## config.mk

```make
export PLATFORM = sky130hd
export DESIGN_NAME = mbp_ram
export DESIGN_NICKNAME = d
export VERILOG_FILES = /design/src/sv/mbp_ram.sv
export SDC_FILE = /design/constraint.sdc
export NUM_CORES = 1
export LEC_CHECK = 0
export ABC_CLOCK_PERIOD_IN_PS = 3300
export BUFFER_PORTS_ARGS = -buffer_cell sky130_fd_sc_hd__buf_2
export CORE_ASPECT_RATIO = 0.8
export CORE_UTILIZATION = 28
export CTS_CLUSTER_SIZE = 10
export DETAILED_ROUTE_END_ITERATION = 12
export PLACE_DENSITY = 0.54
export SLEW_MARGIN = 10
export SYNTH_ARGS = -nofsm -noshare
export SYNTH_HDL_FRONTEND = slang
export SYNTH_SLANG_ARGS = --single-unit
```

## constraint.sdc

```tcl
create_clock -name clk -period 3.3 [get_ports clk]
set_input_delay 0.165 -clock clk [delete_from_list [all_inputs] [get_ports clk]]
set_output_delay 0.165 -clock clk [all_outputs]
set_load 0.01 [all_outputs]
```

## src/sv/mbp_ram.sv

```systemverilog
`timescale 1ns / 1ps

module mbp_ram #(
    parameter int WIDTH = 8,
    parameter int DEPTH = 16,
    localparam int ADDR_W = $clog2(DEPTH)
) (
    input  logic              clk,
    input  logic              we,
    input  logic [ADDR_W-1:0] waddr,
    input  logic [WIDTH-1:0]  wdata,
    input  logic [ADDR_W-1:0] raddr,
    output logic [WIDTH-1:0]  rdata
);

    logic [WIDTH-1:0] mem [DEPTH];

    always_ff @(posedge clk)
    begin
        if (we)
        begin
            mem[waddr] <= wdata;
        end
        rdata <= mem[raddr];
    end

endmodule

```

Yosys cells after proc, flatten, opt, wreduce, memory -nomap -nowiden
Memories as Yosys holds them, arrays and structs flattened. A register that Yosys moved wholly into a read port is not among the register bits.
Cells that the tools add are included.
{"block": "classes", "n_mux": 2}
{"cell": "$mux W1", "count": 2}
{"block": "totals", "regBits": 0, "memories": 1, "ram_bits": 128, "out_inout_bits": 8, "input_bits": 18}
{"memory": "mem", "words": 16, "width": 8, "read_ports": 1, "rd_clocked_by_memory_dff": 1, "wr": 1, "line_no": "16", "source": "logic [WIDTH-1:0] mem [DEPTH];"}

Depth between registers and ports, before layout
Gate-level depths: netlist (run 1).
{"block": "depth", "word_depth": 2, "ltp_mapped": 5, "depth_no_buf": 3}

Least setup slack after synthesis (run 1)
No wires, ideal clock.
{"block": "synth_timing", "path_kind": "input port to flip-flop", "from": "input port waddr[2]", "to": "memory mem[0][0], enable pin", "path_slack_ns": 1.642, "t_arrival_ns": 1.275, "path_stages": 2, "setup_time_ns": 0.383, "cell_sequence": "or3b_2 -> nor3_1"}
{"element": "start: declaration", "line_no": "10", "source": "input logic [ADDR_W-1:0] waddr,"}
{"element": "end: declaration", "line_no": "16"}
Straight into the memory's write port.

==> results of run 1 <==
[area by class of cell]
type / instances / share of cell area, %
timing repair buffer: 30 / 2.68
multi-input combinational: 83 / 17.4
clock inverter: 11 / 2.14
tap: 225 / 4.63
clock buffer: 21 / 7.25
sequential: 136 / 65.9
[metal layers]
metal	GRT usage, %	routed length (um)
met1	15.9	4840
met2	17.6	4600
met3	3.93	512
met4	4.69	68
met5	0	0
[layout by cell type, fill, tap and decap left out, drive strengths merged, types with 2 or more instances in the layout]
| cell | instances |
|---|---|
| edfxtp | 128 |
| bufinv | 3 |
| buf | 30 |
| nor2 | 13 |
| mux4 | 32 |
| clkinv | 6 |
| clkinvlp | 2 |
| dfxtp | 8 |
| nor3 | 4 |
| nand2b | 2 |
| a22oi | 16 |
| clkbuf | 21 |
| nand3b | 2 |
| nand2 | 9 |
[power by group]
group,internal [mW],switching (mW),leakage [nW],total [mW]
registers,1.93,0.0107,1.22,1.94
clock network,1.17,0.658,0.271,1.83
logic,0.0703,0.103,0.496,0.173
total,3.18,0.772,1.99,3.95
[how the worst min path moves through the flow]
stage                      from              endpoint  slack (ns)  cells after the start
2_1_floorplan          wdata[0]   mem[0][0]$_DFFE_PP_        0.26                      0
3_3_place_gp           wdata[3]   mem[5][3]$_DFFE_PP_        0.56                      1
5_1_grt                wdata[2]  mem[10][2]$_DFFE_PP_        0.14                      1
4_1_cts                wdata[0]   mem[1][0]$_DFFE_PP_        0.13                      1
6_report               wdata[6]   mem[7][6]$_DFFE_PP_        0.14                      1
3_5_place_dp   rdata[7]$_DFF_P_              rdata[7]        0.56                      1
[state kept, by name, indices dropped and copies added, names as in the netlist]
register,count
mem,128
rdata,8
[critical path: cells and delay by family]
family / cells / cell delay, ns
multiplexers: 1 / 0.63
buffers and inverters: 2 / 0.58
AO/OA/AOI/OAI: 1 / 0.31
AND/OR/NAND/NOR: 1 / 0.09
[logic make-up after synthesis]
group                  share of synthesized area, %
AO/OA/AOI/OAI                                  2.33
buffers and inverters                          1.68
flip-flops                                     77.8
multiplexers                                   15.0
AND/OR/NAND/NOR                                3.18
[metrics by stage]
step                util [%]  area [sq um]  setup WS [ns]  hold slack, ns
floorplan                  -          5150           1.64           0.264
global placement        31.2          5510           1.31           0.557
detailed placement      31.2          5510           1.32           0.561
CTS                     34.4          6080           1.76           0.133
global route            34.4          6080           1.67           0.143
finish                  34.4          6080           1.79           0.143
==> metrics.txt, run 1 <==
fillcell total 1664; Crit Reg-Reg Endpoint rdata[1]$_DFF_P_; total die area 0.0189 sq mm; first-pass GRT wire length 15500 um; Worst Path Required 3.59 ns; Tot GR Track Use 11.8%; Worst Setup EP rdata[1]$_DFF_P_; synth cell count leaders 128 x edfxtp_1, 18 x mux4_2, 16 x a22oi_1; maximum vdd drop 0.000374 V; final setup fails 0; min cycle time layout 1.51 ns; vias 2305; Max Cap Violations 0; P&R area growth vs syn 18.0%; Synth warnings 0; most common cell in the netlist edfxtp_1; Final Wtd Congestion 0.682; syn_nets 247; Worst EP arrival 1.80 ns; setup TNS 0 ns; drt total wl 10000 um; register area 0.00400 sq mm; Async S/R FF share, synth 0%; drt wl/cell 19.8 um; grt total ovfl 0; DR DRC count 0; Detailed Route Iter0 Violations 195; share of the yosys chip area belonging to registers 77.8%; Post-Layout Cell Count 506; H-tree depth 4; Die Y 123 um; Cell Rows 43; # clock sinks 136; Final Power 3.95 mW; CTS hold repair buffers 0; post-cts resize count 0; CP peak stage delay 0.63 ns; Slew HR 33.9%; Post-CTS Setup Inserts 0; clock skew 0.00663 ns; Yosys cell types 19; initial antenna violation count 0; Setup crit end kind flop; slowest CP cell mux4_1; Placed Instances 474; share of layout cells above drive strength 1 26.0%; ant diodes 0; RSZ-0062 raised after global routing no; kind of start point of the critical path input pin; number of synthesized flops with an enable pin 128; Fin. Hold Viols 0; r2r startpoint mem[2][1]$_DFFE_PP_; Max clock buf depth 2; top cells by area, synth edfxtp_1 75%, mux4_2 7.9%, mux4_1 7.1%, dfxtp_1 3.1%, a22oi_1 2.3%; Hold WC Path Type input pin to flop; I/O pins 26; fin crit share 45.7%; top_reg_cell synth edfxtp_1; DP HPWL 6250 um; Initial Utilization 29.2%; largest net degree at the start of global routing 33; leakage 1.99 nW; CP Cell Sequence buf_2 > buf_4 > mux4_1 > a22oi_1 > nand2_1; clock latency on the worst-skew pair 0.41 ns; Vias/cell 4.56; DRT Pass-1 Iters 4; critical path peak fanout 32; pwr dens 650 mW/mm^2; status completed; vias in the first global route 2451; CTS Buf Count 17; max-slew violations 0; I/O Buffers 25; leading area contributor after synthesis edfxtp_1; Post-Syn Area per Cell 22.5 sq um; FF+latch count, synth 136; multi-input logic area 0.00106 sq mm; Root Buffer clkbuf_16; Worst setup startpoint raddr[0]; Worst-path clk slew 0.06 ns; DRT antenna net count 0; critical setup path kind input pin to flop; Final #Nets 286; Synth Instances 229; Worst R2R Path Depth 3; fmax 0.663 GHz; post-synth design cell area 0.00515 sq mm; core area 0.0176 sq mm; width of the die 154 um; area share of the largest cell type after synthesis 74.7%; worst reg2reg setup slack 1.94 ns; Worst-Margin Slew 0.988 ns; CTS tree done
No activity file was read; power rests on OpenSTA's default activity.
==> inputs of run 2 (changes only) <==
--- a/config.mk
+++ b/config.mk
@@ -5,7 +5,7 @@
 export SDC_FILE = /design/constraint.sdc
 export NUM_CORES = 1
 export LEC_CHECK = 0
-export ABC_CLOCK_PERIOD_IN_PS = 3300
+export ABC_CLOCK_PERIOD_IN_PS = 1400
 export BUFFER_PORTS_ARGS = -buffer_cell sky130_fd_sc_hd__buf_2
 export CORE_ASPECT_RATIO = 0.8
 export CORE_UTILIZATION = 28
==> constraint.sdc (replaced) <==
create_clock -name clk -period 1.4 [get_ports clk]
set_input_delay 0.07 -clock clk [delete_from_list [all_inputs] [get_ports clk]]
set_output_delay 0.07 -clock clk [all_outputs]
set_load 0.01 [all_outputs]
==> run 2 against run 1 <==
Non-clock buffer count rose by 19. First-iteration DRC count fell by 15%. Die area did not move. Largest power group unchanged. Critical path depth fell by 1. Clock power rose by 150%. Final area rose by 4.3%. Combinational power rose to 2.7 times the previous value. Global-route usage rose by 0.42 points. Clock skew barely moved. Sequential cell count did not move. Critical path type is now flop to flop. Final cell count rose by 3.8%. Hold slack got worse by 0.087 ns.
==> metrics.txt, run 2 (synthesis gave the netlist of run 1 again) <==
critical setup path kind flop to flop; clock skew 0.00618 ns; clock latency on the worst-skew pair 0.41 ns; Worst-path clk slew 0.06 ns; DRT antenna net count 0; Fin. Hold Viols 0; Final WS setup 0.0502 ns; leakage 2.13 nW; maximum vdd drop 0.000659 V; I/O Buffers 25; Hold WC Path Type input pin to flop; Final Wtd Congestion 0.673; most common cell after layout, fill and taps aside edfxtp_1; P&R area growth vs syn 23.2%; CP Cell Sequence mux4_2 > a22oi_2 > buf_4 > nand2_1; Slew HR 41.3%; first-pass GRT wire length 16100 um; Worst Path Required 1.69 ns; r2r startpoint mem[3][4]$_DFFE_PP_; final hold slack 0.0561 ns; Worst-Margin Slew 0.877 ns; fmax 0.741 GHz; fillcell total 1634; ant diodes 0; Worst setup startpoint mem[3][4]$_DFFE_PP_; Cell Rows 43; critical path peak fanout 1; pre-CTS setup slack -0.180 ns; pwr dens 1500 mW/mm^2; total die area 0.0189 sq mm; Top delay family on crit path multiplexers; register area 0.00400 sq mm; Tot GR Track Use 12.2%; Vias/cell 4.63; max-slew violations 0; Die Y 123 um; core area 0.0176 sq mm; width of the die 154 um; vias 2432; Max Cap Violations 0; Largest Register mem; status completed; DRT Pass-1 Iters 4; H-tree depth 4; most frequent cells in the layout 128 x edfxtp_1, 25 x buf_2, 20 x buf_4, 18 x mux4_2, 17 x clkbuf_16; fin crit share 96.4%; largest net degree at the start of global routing 21; vias in the first global route 2553; Root Buffer clkbuf_16; I/O pins 26; Detailed Route Iter0 Violations 165; CTS Buf Count 17; hold_sp wdata[1]; min cycle time layout 1.35 ns; drt wl/cell 20.0 um; RSZ-0062 raised after global routing no; DP HPWL 6660 um; Post-CTS Setup Inserts 0; Worst EP arrival 1.64 ns; grt total ovfl 0; Initial Utilization 29.2%; Setup crit end kind flop; Max clock buf depth 2; kind of start point of the critical path flop; Post-Layout Cell Count 525; Placed Instances 493; Final #Nets 305; initial antenna violation count 0; CP peak stage delay 0.49 ns; max reg flops 128; multi-input logic area 0.00109 sq mm; Top Registers mem (128), rdata (8); CTS hold repair buffers 0; share of layout cells above drive strength 1 35.3%; CP bufs+invs 1; final setup fails 0; slowest CP cell mux4_2; CTS tree done; drt total wl 10500 um; DR DRC count 0; # clock sinks 136
==> run 2: power by group <==
group | total [mW] | switching (mW) | internal, mW
logic | 0.463 | 0.259 | 0.205
registers | 4.58 | 0.0273 | 4.55
clock network | 4.49 | 1.61 | 2.89
==> run 2: per-layer routing <==
metal / wire [um] / up-vias / global-route usage, %
li1: - / 1092 / -
met1: 5090 / 1283 / 16.4
met2: 4910 / 48 / 19.2
met3: 375 / 9 / 3.15
met4: 106 / 0 / 4.50
met5: 0 / - / 0
==> run 2: area by class of cell <==
| cell class | count | share of cell area [%] |
|---|---|---|
| Clock buffer | 20 | 7.20 |
| Multi-Input combinational cell | 83 | 17.2 |
| Tap cell | 225 | 4.44 |
| Sequential cell | 136 | 63.2 |
| Clock inverter | 12 | 2.37 |
| Timing Repair Buffer | 49 | 5.60 |
==> run 2: worst paths after layout <==
kind              slack, ns  cells past startpoint                  end
setup / recovery       0.05                      4     rdata[4]$_DFF_P_
hold / removal         0.06                      1  mem[3][1]$_DFFE_PP_
setup reg to reg       0.05                      4     rdata[4]$_DFF_P_
hold reg to reg        0.66                      3     rdata[7]$_DFF_P_
==> run 2: worst register-to-register path, delay by kind of cell, from the launching register on <==
| kind | cells | cell delay (ns) |
|---|---|---|
| simple gates | 1 | 0.05 |
| flops | 1 | 0.36 |
| compound gates | 1 | 0.20 |
| mux | 1 | 0.49 |
| buf+inv | 1 | 0.14 |
==> run 2: per-stage QoR <==
stage               area, sq um  total power [mW]  util (%)  setup TNS [ns]
floorplan                  5150              4.90         -               0
finish                     6340              9.54      35.9               0
global placement           5700              5.11      32.3          -0.724
detailed placement         5700              5.13      32.3          -0.703
global route               6340              9.86      35.9               0
CTS                        6310              9.62      35.8               0
==> run 2: timing repair <==
| action | CTS | global route |
|---|---|---|
| gates resized for setup | 1 | 5 |
| pin swaps | 0 | 2 |
| setup endpoints to repair | 1 | 6 |
